## src/assert_macros.svh

```systemverilog
// Assertion macros for the RTL of the stepper limit controller; only the top level includes them.
`ifndef ASSERT_MACROS_SVH
`define ASSERT_MACROS_SVH
`ifndef SYNTH
`define SPLC_ASSERT(label, clk, rst_n, prop, msg) \
  label: assert property (@(posedge clk) disable iff (!rst_n) (prop)) else $error(msg);
`define SPLC_ASSERT_NEVER(label, clk, rst_n, cond, msg) \
  label: assert property (@(posedge clk) disable iff (!rst_n) !(cond)) else $error(msg);
`else
`define SPLC_ASSERT(label, clk, rst_n, prop, msg)
`define SPLC_ASSERT_NEVER(label, clk, rst_n, cond, msg)
`endif
`endif

```

## src/splc_pkg.sv

```systemverilog
// Types, constants and helper functions of the stepper limit controller.
`timescale 1ns / 1ps
package splc_pkg;

  localparam int TRAVEL_RANGE  = 4000;
  localparam int BACKOFF_STEPS = 10;

  localparam int POS_W    = 13;
  localparam int CNT_W    = 15;
  localparam int MODE_W   = 2;
  localparam int STATUS_W = 2;
  localparam int UNIT_W   = 4;
  localparam int BACK_W   = (BACKOFF_STEPS < 1) ? 1 : $clog2(BACKOFF_STEPS + 1);

  localparam int IN_DATA_W  = 24;
  localparam int OUT_DATA_W = 32;

  localparam logic [STATUS_W-1:0] ST_DONE  = 2'd0;
  localparam logic [STATUS_W-1:0] ST_UPPER = 2'd1;
  localparam logic [STATUS_W-1:0] ST_LOWER = 2'd2;

  localparam logic [MODE_W-1:0] MODE_FULL    = 2'd0;
  localparam logic [MODE_W-1:0] MODE_HALF    = 2'd1;
  localparam logic [MODE_W-1:0] MODE_QUARTER = 2'd2;
  localparam logic [MODE_W-1:0] MODE_EIGHTH  = 2'd3;

  localparam logic [UNIT_W-1:0] UNIT_FULL = 4'd8;

  typedef struct packed {
    logic                load;
    logic                step;
    logic                back_start;
    logic                back_step;
    logic                finish;
    logic [STATUS_W-1:0] status;
  } cmd_t;

  typedef struct packed {
    logic run_done;
    logic back_done;
    logic lim_lo;
    logic lim_hi;
    logic out_free;
  } sts_t;

  function automatic logic [UNIT_W-1:0] unit_of_mode(input logic [MODE_W-1:0] mode);
    logic [UNIT_W-1:0] unit;
    unique case (mode)
      MODE_FULL:    unit = 4'd8;
      MODE_HALF:    unit = 4'd4;
      MODE_QUARTER: unit = 4'd2;
      MODE_EIGHTH:  unit = 4'd1;
      default:      unit = 4'd8;
    endcase
    return unit;
  endfunction

endpackage

```

## src/splc_ctrl.sv

```systemverilog
// Controller state machine that sequences moves, homing and result hand-off.
`timescale 1ns / 1ps
module splc_ctrl (
  input  logic             clk_i,
  input  logic             rst_ni,
  input  logic             in_valid_i,
  input  logic             in_home_i,
  output logic             in_ready_o,
  input  splc_pkg::sts_t   sts_i,
  output splc_pkg::cmd_t   cmd_o
);

  localparam logic [1:0] S_IDLE = 2'd0;
  localparam logic [1:0] S_RUN  = 2'd1;
  localparam logic [1:0] S_BACK = 2'd2;
  localparam logic [1:0] S_DONE = 2'd3;

  logic [1:0]                    state_q, state_d;
  logic                          home_q, home_d;
  logic [splc_pkg::STATUS_W-1:0] status_q, status_d;

  assign in_ready_o = (state_q == S_IDLE);

  always_comb begin
    state_d  = state_q;
    home_d   = home_q;
    status_d = status_q;
    cmd_o    = '0;
    cmd_o.status = status_q;
    unique case (state_q)
      S_IDLE: begin
        if (in_valid_i) begin
          cmd_o.load = 1'b1;
          home_d     = in_home_i;
          status_d   = splc_pkg::ST_DONE;
          state_d    = S_RUN;
        end
      end
      S_RUN: begin
        if (sts_i.run_done) begin
          status_d = splc_pkg::ST_DONE;
          state_d  = S_DONE;
        end else if (sts_i.lim_lo) begin
          if (home_q) begin
            cmd_o.back_start = 1'b1;
            status_d         = splc_pkg::ST_DONE;
            state_d          = S_BACK;
          end else begin
            status_d = splc_pkg::ST_LOWER;
            state_d  = S_DONE;
          end
        end else if (sts_i.lim_hi) begin
          status_d = home_q ? splc_pkg::ST_DONE : splc_pkg::ST_UPPER;
          state_d  = S_DONE;
        end else begin
          cmd_o.step = 1'b1;
        end
      end
      S_BACK: begin
        if (sts_i.back_done || sts_i.lim_hi) begin
          state_d = S_DONE;
        end else begin
          cmd_o.back_step = 1'b1;
        end
      end
      S_DONE: begin
        if (sts_i.out_free) begin
          cmd_o.finish = 1'b1;
          state_d      = S_IDLE;
        end
      end
      default: state_d = S_IDLE;
    endcase
  end

  always_ff @(posedge clk_i or negedge rst_ni) begin
    if (!rst_ni) begin
      state_q  <= S_IDLE;
      home_q   <= 1'b0;
      status_q <= splc_pkg::ST_DONE;
    end else begin
      state_q  <= state_d;
      home_q   <= home_d;
      status_q <= status_d;
    end
  end

endmodule

```

## src/splc_dp.sv

```systemverilog
// Datapath holding position, step counters, step mode and the result register.
`timescale 1ns / 1ps
module splc_dp (
  input  logic                              clk_i,
  input  logic                              rst_ni,
  input  splc_pkg::cmd_t                    cmd_i,
  output splc_pkg::sts_t                    sts_o,
  input  logic                              in_home_i,
  input  logic                              in_push_i,
  input  logic [splc_pkg::CNT_W-1:0]        in_count_i,
  input  logic                              in_full_i,
  input  logic                              cfg_we_i,
  input  logic [splc_pkg::MODE_W-1:0]       cfg_mode_i,
  output logic                              out_valid_o,
  input  logic                              out_ready_i,
  output logic [splc_pkg::STATUS_W-1:0]     out_status_o,
  output logic signed [splc_pkg::POS_W-1:0] out_pos_o,
  output logic [splc_pkg::CNT_W-1:0]        out_made_o
);

  logic signed [splc_pkg::POS_W-1:0] pos_q, pos_d, step_amt;
  logic [splc_pkg::CNT_W-1:0]        made_q, target_q;
  logic [splc_pkg::BACK_W-1:0]       back_q;
  logic [splc_pkg::UNIT_W-1:0]       unit_q;
  logic                              dir_dn_q;
  logic [splc_pkg::MODE_W-1:0]       mode_q;
  logic                              out_valid_q;
  logic [splc_pkg::STATUS_W-1:0]     out_status_q;
  logic signed [splc_pkg::POS_W-1:0] out_pos_q;
  logic [splc_pkg::CNT_W-1:0]        out_made_q;
  logic                              preset;

  assign preset   = in_home_i && in_full_i;
  assign step_amt = $signed(splc_pkg::POS_W'(unit_q));
  assign pos_d    = dir_dn_q ? (pos_q - step_amt) : (pos_q + step_amt);

  assign sts_o.run_done  = (made_q == target_q);
  assign sts_o.back_done = (back_q == splc_pkg::BACK_W'(splc_pkg::BACKOFF_STEPS));
  assign sts_o.lim_lo    = dir_dn_q && (pos_q < $signed(splc_pkg::POS_W'(0)));
  assign sts_o.lim_hi    = !dir_dn_q &&
                           (pos_q > $signed(splc_pkg::POS_W'(splc_pkg::TRAVEL_RANGE)));
  assign sts_o.out_free  = !out_valid_q || out_ready_i;

  always_ff @(posedge clk_i or negedge rst_ni) begin
    if (!rst_ni) begin
      pos_q       <= '0;
      mode_q      <= splc_pkg::MODE_FULL;
      out_valid_q <= 1'b0;
    end else begin
      if (cmd_i.load && preset) begin
        pos_q <= $signed(splc_pkg::POS_W'(splc_pkg::TRAVEL_RANGE));
      end else if (cmd_i.step || cmd_i.back_step) begin
        pos_q <= pos_d;
      end
      if (cfg_we_i) begin
        mode_q <= cfg_mode_i;
      end else if (cmd_i.load && in_home_i) begin
        mode_q <= splc_pkg::MODE_FULL;
      end
      if (cmd_i.finish) begin
        out_valid_q <= 1'b1;
      end else if (out_ready_i) begin
        out_valid_q <= 1'b0;
      end
    end
  end

  always_ff @(posedge clk_i) begin
    if (cmd_i.load) begin
      made_q   <= '0;
      back_q   <= '0;
      target_q <= preset ? splc_pkg::CNT_W'(splc_pkg::TRAVEL_RANGE) : in_count_i;
      dir_dn_q <= in_home_i ? 1'b1 : in_push_i;
      unit_q   <= in_home_i ? splc_pkg::UNIT_FULL : splc_pkg::unit_of_mode(mode_q);
    end else if (cmd_i.back_start) begin
      dir_dn_q <= 1'b0;
    end else if (cmd_i.step) begin
      made_q <= made_q + 1'b1;
    end else if (cmd_i.back_step) begin
      back_q <= back_q + 1'b1;
    end
    if (cmd_i.finish) begin
      out_status_q <= cmd_i.status;
      out_pos_q    <= pos_q;
      out_made_q   <= made_q;
    end
  end

  assign out_valid_o  = out_valid_q;
  assign out_status_o = out_status_q;
  assign out_pos_o    = out_pos_q;
  assign out_made_o   = out_made_q;

endmodule

```

## src/stepper_position_limit_controller.sv

```systemverilog
// Top level of the stepper controller with soft travel limits.
//
//   Channel  Dir  Signals               Content
//   s_axis   in   tdata[16:0], tuser    push_req, step_count, full_travel; req_type
//   m_axis   out  tdata[29:0]           status, position, steps_made
//   cfg      in   cfg_data_i[1:0]       step_mode
//
// A move of n steps is loaded, stepped up to n times and then handed off as a result; a home
// adds up to BACKOFF_STEPS back-off steps for the pull-back. One step is issued per cycle
// by the controller and added by the position adder, so the step count sets the time per command.
// Reset clears the position and the step mode to zero and empties the output.
// A result held by a stalled m_axis holds the next result, while the next beat is
// already taken and worked on.
`timescale 1ns / 1ps
`include "assert_macros.svh"
module stepper_position_limit_controller (
  input  logic                                clk_i,
  input  logic                                rst_ni,
  input  logic                                s_axis_tvalid,
  output logic                                s_axis_tready,
  // [0] push_req, [15:1] step_count, [16] full_travel, [23:17] zero
  input  logic [splc_pkg::IN_DATA_W-1:0]      s_axis_tdata,
  // [0] req_type
  input  logic                                s_axis_tuser,
  output logic                                m_axis_tvalid,
  input  logic                                m_axis_tready,
  // [1:0] status, [14:2] position, [29:15] steps_made, [31:30] zero
  output logic [splc_pkg::OUT_DATA_W-1:0]     m_axis_tdata,
  input  logic                                cfg_valid_i,
  output logic                                cfg_ready_o,
  input  logic [splc_pkg::MODE_W-1:0]         cfg_data_i
);

  splc_pkg::cmd_t                    cmd;
  splc_pkg::sts_t                    sts;
  logic [splc_pkg::STATUS_W-1:0]     out_status;
  logic signed [splc_pkg::POS_W-1:0] out_pos;
  logic [splc_pkg::CNT_W-1:0]        out_made;

  assign cfg_ready_o = 1'b1;

  splc_ctrl u_ctrl (
    .clk_i      (clk_i),
    .rst_ni     (rst_ni),
    .in_valid_i (s_axis_tvalid),
    .in_home_i  (s_axis_tuser),
    .in_ready_o (s_axis_tready),
    .sts_i      (sts),
    .cmd_o      (cmd)
  );

  splc_dp u_dp (
    .clk_i        (clk_i),
    .rst_ni       (rst_ni),
    .cmd_i        (cmd),
    .sts_o        (sts),
    .in_home_i    (s_axis_tuser),
    .in_push_i    (s_axis_tdata[0]),
    .in_count_i   (s_axis_tdata[15:1]),
    .in_full_i    (s_axis_tdata[16]),
    .cfg_we_i     (cfg_valid_i && cfg_ready_o),
    .cfg_mode_i   (cfg_data_i),
    .out_valid_o  (m_axis_tvalid),
    .out_ready_i  (m_axis_tready),
    .out_status_o (out_status),
    .out_pos_o    (out_pos),
    .out_made_o   (out_made)
  );

  assign m_axis_tdata = {2'b00, out_made, out_pos, out_status};

  `SPLC_ASSERT_NEVER(a_load_excl, clk_i, rst_ni, cmd.load && (cmd.step || cmd.back_step || cmd.finish), "load overlaps another command")
  `SPLC_ASSERT(a_step_not_done, clk_i, rst_ni, cmd.step |-> !sts.run_done, "step issued after the count was reached")
  `SPLC_ASSERT(a_finish_out, clk_i, rst_ni, cmd.finish |=> m_axis_tvalid, "finished result not presented")
  `SPLC_ASSERT(a_pos_bound, clk_i, rst_ni, m_axis_tvalid |-> (out_pos >= -13'sd8) && (out_pos <= $signed(13'(splc_pkg::TRAVEL_RANGE + 8))), "position outside soft limit band")

endmodule
```

## config.mk

```make
export PLATFORM = sky130hd
export DESIGN_NAME = stepper_position_limit_controller
export DESIGN_NICKNAME = d
export VERILOG_FILES = /design/src/splc_pkg.sv /design/src/splc_ctrl.sv /design/src/splc_dp.sv /design/src/stepper_position_limit_controller.sv
export VERILOG_INCLUDE_DIRS = /design/src /design/src/src
export SDC_FILE = /design/constraint.sdc
export NUM_CORES = 1
export LEC_CHECK = 0
export BUFFER_PORTS_ARGS = -buffer_cell sky130_fd_sc_hd__buf_4
export CORE_UTILIZATION = 27
export CTS_BUF_LIST = sky130_fd_sc_hd__clkbuf_16
export CTS_CLUSTER_SIZE = 14
export DETAILED_ROUTE_END_ITERATION = 12
export HOLD_SLACK_MARGIN = 0.15
export PLACE_DENSITY = 0.47
export SYNTH_ARGS = -nofsm -noshare
export SYNTH_HDL_FRONTEND = slang
export SYNTH_SLANG_ARGS = --single-unit
```

## constraint.sdc

```tcl
create_clock -name clk_i -period 3.3 [get_ports clk_i]
set_clock_uncertainty 0.1 [all_clocks]
set_input_delay 0.495 -clock clk_i [delete_from_list [all_inputs] [get_ports clk_i]]
set_output_delay 0.495 -clock clk_i [all_outputs]
set_load 0.02 [all_outputs]
```

Word-level counts from Yosys, hierarchy flattened
Index checks and enable logic that the tools add are counted.

Add/subtract/negate cells: 4. $lt $le $gt $ge: 2. Eq/ne operators: 12. Mux-type cells: 38. Bitwise logic cells: 2. Reduce and logical (&&, ||, !) cells: 22.

Operators by type and width (number): 2-to-1 mux 13 bit (3); 2-to-1 mux 2 bit (15); 2-to-1 mux 1 bit (17); case mux 4 bit (4 select lines) (1); adder 15 x 1 -> 15 bit, second input constant (1); equality test 15 bit (1); adder 13 x 5 -> 13 bit (1); > comparator 13 bit, second input constant (1); less-than comparator 13 x 1 -> 1 bit, second input constant (1); subtractor 13 x 5 -> 13 bit (1); nonzero test 2 bit (5); equality test 2 bit, second input constant (4); case mux 2 bit (4 select lines) (1); AND reduction 3 bit (2); logical AND 1 bit (5); adder 4 x 1 -> 4 bit, second input constant (1); equality test 2 x 1 -> 1 bit, second input constant (2); equality test 4 bit, second input constant (1); zero test 2 bit (2); != test 2 bit, second input constant (2); != test 4 x 3 -> 1 bit, second input constant (1); case mux 2 bit (2 select lines) (1); AND reduction 2 bit (2); AND reduction 4 bit (1); other kinds (4) (8).

Register bits: 90. Bits of input ports: 32. Output and inout bits: 35. Word-level logic and storage cells: 94.

Longest topological paths before layout
Word-level depth: 9. Gate-level depth with buffers: 11. Mapped depth without buffers: 11.

By module
A second synthesis with hierarchy kept.

Cells, all modules: 382. Area total of the unflattened synthesis: 4366.7 um^2.

Modules (own cells, without submodules): splc_dp (times used 1, cells each 341, area each 3943.8 um^2, seq. area each 2282.2 um^2); splc_ctrl (times used 1, cells each 36, area each 392.9 um^2, seq. area each 125.1 um^2); stepper_position_limit_controller (times used 1, cells each 5, area each 30.0 um^2, seq. area each 0.0 um^2).

Worst setup path before layout
OpenSTA, ideal clock, no wires.

Kind: reg2reg. Start point: reg u_dp.unit_q[0] in the netlist's numbering. End point: reg u_dp.pos_q[12] in the netlist's numbering. Library setup time: 78 ps. Data arrival time: 2745 ps. Required time: 3122 ps. Path slack: 377 ps. Stages on the path, launching flop included: 11. Path buffers: 0. Clock period less this slack: 2923 ps. Cell sequence: edfxtp_1 -> inv_1 -> ha_1 -> mux2_2 -> fa_1 -> nand2b_1 -> a21oi_1 -> o211ai_1 -> a221o_1 -> or4_1 -> a21oi_1.

Cells in the longest elaborated chain, start to end: 4. Elaborated cells between the ends (all ways): 5. Classes of those cells: 2 x add/sub; 3 x mux.

RTL lines: start, declared (line splc_dp.sv:24) `logic [splc_pkg::UNIT_W-1:0] unit_q;`; start signal, assigned (line splc_dp.sv:74) `unit_q <= in_home_i ? splc_pkg::UNIT_FULL : splc_pkg::unit_of_mode(mode_q);`; adder 13 x 5 -> 13 bit or subtractor 13 x 5 -> 13 bit (tied branches) (line splc_dp.sv:35) `assign pos_d = dir_dn_q ? (pos_q - step_amt) : (pos_q + step_amt);`; 2-to-1 mux 13 bit (*) (line splc_dp.sv:35); 2-to-1 mux 13 bit (*) (line splc_dp.sv:52) `end else if (cmd_i.step || cmd_i.back_step) begin`; 2-to-1 mux 13 bit (*) (line splc_dp.sv:50) `if (cmd_i.load && preset) begin`; end signal, assigned (line splc_dp.sv:51) `pos_q <= $signed(splc_pkg::POS_W'(splc_pkg::TRAVEL_RANGE));`; end signal, assigned (line splc_dp.sv:53) `pos_q <= pos_d;`; end, declared (line splc_dp.sv:21) `logic signed [splc_pkg::POS_W-1:0] pos_q, pos_d, step_amt;`.

Every way passes the cells marked *; elsewhere a longest branch is shown, timed or not. The select of a mux whose other input is x is not followed. A chain may end at the register's enable or synchronous reset.

Worst setup path after layout
Ends and elaborated chain as after synthesis.

==> impl_metrics.yaml <==
outcome:
  outcome: "complete, no violations"
final_layout:
  final_cells: 691
  fill_cells: 1647
  nets: 524
  syn2layout_area_growth_pct: 22.95
  fin_area_um2: 5463
  num_antenna_cells: 0
  drive_above_1_share: 0.1958
global_routing:
  grt_overflow: 0
  grt_usage: 0.1226
  grt_pass1_wl_um: 15470
  first_global_vias: 2961
  antenna_found_initial: 0
  grt_max_degree: 35
place:
  dp.cells: 674
  dp_slack_ns: 0.1731
  dp_hpwl_um: 7019
  io_buffers: 56
  gp_congestion: 0.7708
  dpl-instance-area_um2: 5137
drt:
  routed_wl_um: 9684
  drc: 0
  via_per_inst: 4.508
  drtAntennaViolNets: 0
  dr.pass1.iters: 4
  via_count: 3115
  wl_per_cell_um: 14.01
  drt_iter0_markers: 212
logic_synthesis:
  ys.flop_type: "edfxtp_1"
  ys_seq_elements: 90
  synthCells: 404
  synth-seq-area-share: 0.5418
  synth_edf_count: 50
  postSynth.asyncResetShare: 0.2333
  synthesis.area_um2: 4443
  syn_avg_cell_area_um2: 11.00
  ys_warn_count: 0
  synthDistinctLibCells: 57
setup_path:
  reg2reg_depth: 10
  rrSetupSlack_ns: 0.18
  worstSetupPathType: "register to register"
  crit_fanout: 3
  regToRegStartpoint: "u_dp.unit_q[0]$_SDFFCE_PP0P_"
  cp-end-kind: "register"
  cp.arrival_ns: 3.30
  start_kind: "register"
  cp.required_ns: 3.47
  regToRegEndpoint: "u_dp.pos_q[12]$_DFFE_PN0P_"
timing:
  min_period_ns: 3.120
  fin_tns_setup_ns: 0
  fmax_ghz: 0.3205
  rsz0062_at_grt: "no"
  worstMarginPinSlew_ns: 0.6881
  fin_crit_sh: 0.9455
  timing.final.hold_violations: 0
  relSlewSlack: 0.5391
  setup_viol: 0
  setup_ws_ns: 0.1799
  finalMaxSlewViolations: 0
clock_tree:
  cts_tree: "done"
  cts_setup_buffers: 0
  clk_pin_slew_ns: 0.07
  numClockSinks: 90
  cts_buffer_depth: 2
  cts-root-buf: "clkbuf_16"
  htreeDepth: 3
  cts_buffers: 9
  worstSkewPairLatency_ns: 0.35
floorplanning:
  core_um2: 16000
  die_area_um2: 16970
  io_pins: 67
  initial_core_util: 0.2777
  fp.dieH_um: 130.3
  fp-row-count: 46
  die_x_um: 130.3
hold_path:
  worstHoldPathType: "primary input to register"
  holdPathStages: 2
  min_from: "cfg_valid_i"
  whs_endpoint: "u_dp.mode_q[1]$_DFFE_PN0P_"
run:
  max_cap_viol_count: 0
pwr:
  ir_drop_uv: 297.5
  leakage_nw: 2.228
  powerDensity_nw_per_um2: 949.3
## power by group
part	switching, mW	internal [mW]	total [mW]	leakage (nW)
Clock	0.466	0.595	1.06	0.147
Combinational	1.27	0.964	2.23	1.20
Sequential	0.268	1.62	1.89	0.876
## kinds of logic (layout without fill, tap and decap cells)
logic type                 count (synthesis)  after routing  synth area share
xor gates and xnor gates                  27             27           0.05323
adders and majority gates                 22             22           0.06364
AOI/OAI and AO/OA                         86             86            0.1265
DFF                                       90             90            0.5418
buffers and inverters                     31            101           0.03041
and+or+nand+nor                          139            139            0.1664
other                                      2              3          0.001690
muxes                                      7              7           0.01633
## synthesized netlist by cell type (3+ instances only)
library cell / count / area [µm²]
nand4_1: 3 / 18.77
or3_1: 9 / 56.30
nor3b_1: 4 / 30.03
or4_1: 4 / 30.03
inv_1: 20 / 75.07
and2_1: 12 / 75.07
a21o_1: 5 / 37.54
o211ai_1: 7 / 52.55
nand3_1: 8 / 40.04
o31ai_1: 4 / 30.03
nor2_1: 25 / 93.84
a211oi_1: 4 / 30.03
and4_1: 3 / 26.28
ha_1: 21 / 262.8
clkbuf_1: 7 / 26.28
a21oi_1: 29 / 145.1
nand2b_1: 13 / 81.33
xnor2_1: 8 / 70.07
dfrtp_1: 21 / 525.5
and3_1: 3 / 18.77
o21ai_0: 18 / 90.09
edfxtp_1: 50 / 1501
xor2_1: 19 / 166.4
dfxtp_1: 19 / 380.4
nor4_1: 5 / 31.28
mux2i_1: 5 / 50.05
buf_4: 3 / 22.52
nand2_1: 35 / 131.4
nor3_1: 5 / 25.02
## per-layer routing
| layer | track usage | part of all wire | vias to the layer above |
|---|---|---|---|
| li1 | - | - | 1601 |
| met1 | 0.1734 | 0.52 | 1451 |
| met2 | 0.1758 | 0.42 | 53 |
| met3 | 0.03157 | 0.045 | 10 |
| met4 | 0.05130 | 0.016 | 0 |
| met5 | 0 | 0 | - |
## what timing repair did
action                     CTS  global route
setup endpoints to repair    0             1
hold endpoints to repair    21             0
gates resized for setup      0             3
hold buffers                 1             0
## state kept, by name (all words and copies together), names as in the netlist
name	flops
u_dp.out_made_o	15
u_dp.pos_q	13
u_dp.unit_q	4
u_dp.made_q	15
u_ctrl.state_q	2
u_dp.back_q	4
u_dp.target_q	15
u_dp.mode_q	2
u_ctrl.status_q	2
u_dp.out_status_o	2
u_ctrl.home_q	1
u_dp.out_valid_o	1
u_dp.out_pos_o	13
u_dp.dir_dn_q	1
## stage by stage
stage | utilization | total power [mW] | hold slack (ns)
floorplan | - | 3.417 | 0.09941
detailed placement | 0.3211 | 4.156 | 0.3140
global route | 0.3414 | 5.593 | 0.2533
global placement | 0.3211 | 4.110 | 0.3122
finish | 0.3414 | 5.186 | 0.2592
CTS | 0.3406 | 5.234 | 0.2549
## worst max-delay path, stage by stage, from the launching register on
cell      delay [ns]
edfxtp_1        0.40
inv_1           0.06
ha_1            0.28
mux2_2          0.29
fa_1            0.43
nand2b_1        0.20
a21oi_2         0.17
o211ai_1        0.15
a221o_1         0.36
or4_1           0.46
a21oi_1         0.15
## cell type report
cell class              count  area, µm²  area share
multi-input cells         284       1917      0.3509
clock inverters             7      77.57     0.01420
well taps                 216      270.3     0.04947
repair buffers             65      490.5     0.08978
flip-flops and latches     90       2407      0.4407
inverters                  20      75.07     0.01374
clock buffers               9      225.2     0.04123
## worst max-delay path by stage
stage	start	end	cells after the start
6_report	u_dp.unit_q[0]$_SDFFCE_PP0P_	u_dp.pos_q[12]$_DFFE_PN0P_	10
5_1_grt	u_dp.unit_q[0]$_SDFFCE_PP0P_	u_dp.pos_q[12]$_DFFE_PN0P_	10
4_1_cts	u_dp.unit_q[0]$_SDFFCE_PP0P_	u_dp.pos_q[12]$_DFFE_PN0P_	11
3_5_place_dp	u_dp.unit_q[0]$_SDFFCE_PP0P_	u_dp.pos_q[12]$_DFFE_PN0P_	11
3_3_place_gp	u_dp.unit_q[0]$_SDFFCE_PP0P_	u_dp.pos_q[12]$_DFFE_PN0P_	11
2_1_floorplan	u_dp.unit_q[0]$_SDFFCE_PP0P_	u_dp.pos_q[12]$_DFFE_PN0P_	10
## layout by cell type, fill, tap and decap left out, drive strengths merged, types with 4 or more instances in the layout
cell type,n
buf,64
edfxtp,50
nand2,35
a21oi,29
nor2,25
inv,24
ha,21
dfrtp,21
xor2,19
dfxtp,19
o21ai,18
nand2b,13
and2,13
or3,9
clkbuf,9
xnor2,8
nand3,8
o211ai,7
a21o,6
or4,6
mux2i,5
nor4,5
nor3,5
o31ai,5
a211oi,5
nor3b,4
Power figures use the tool's default switching activity.
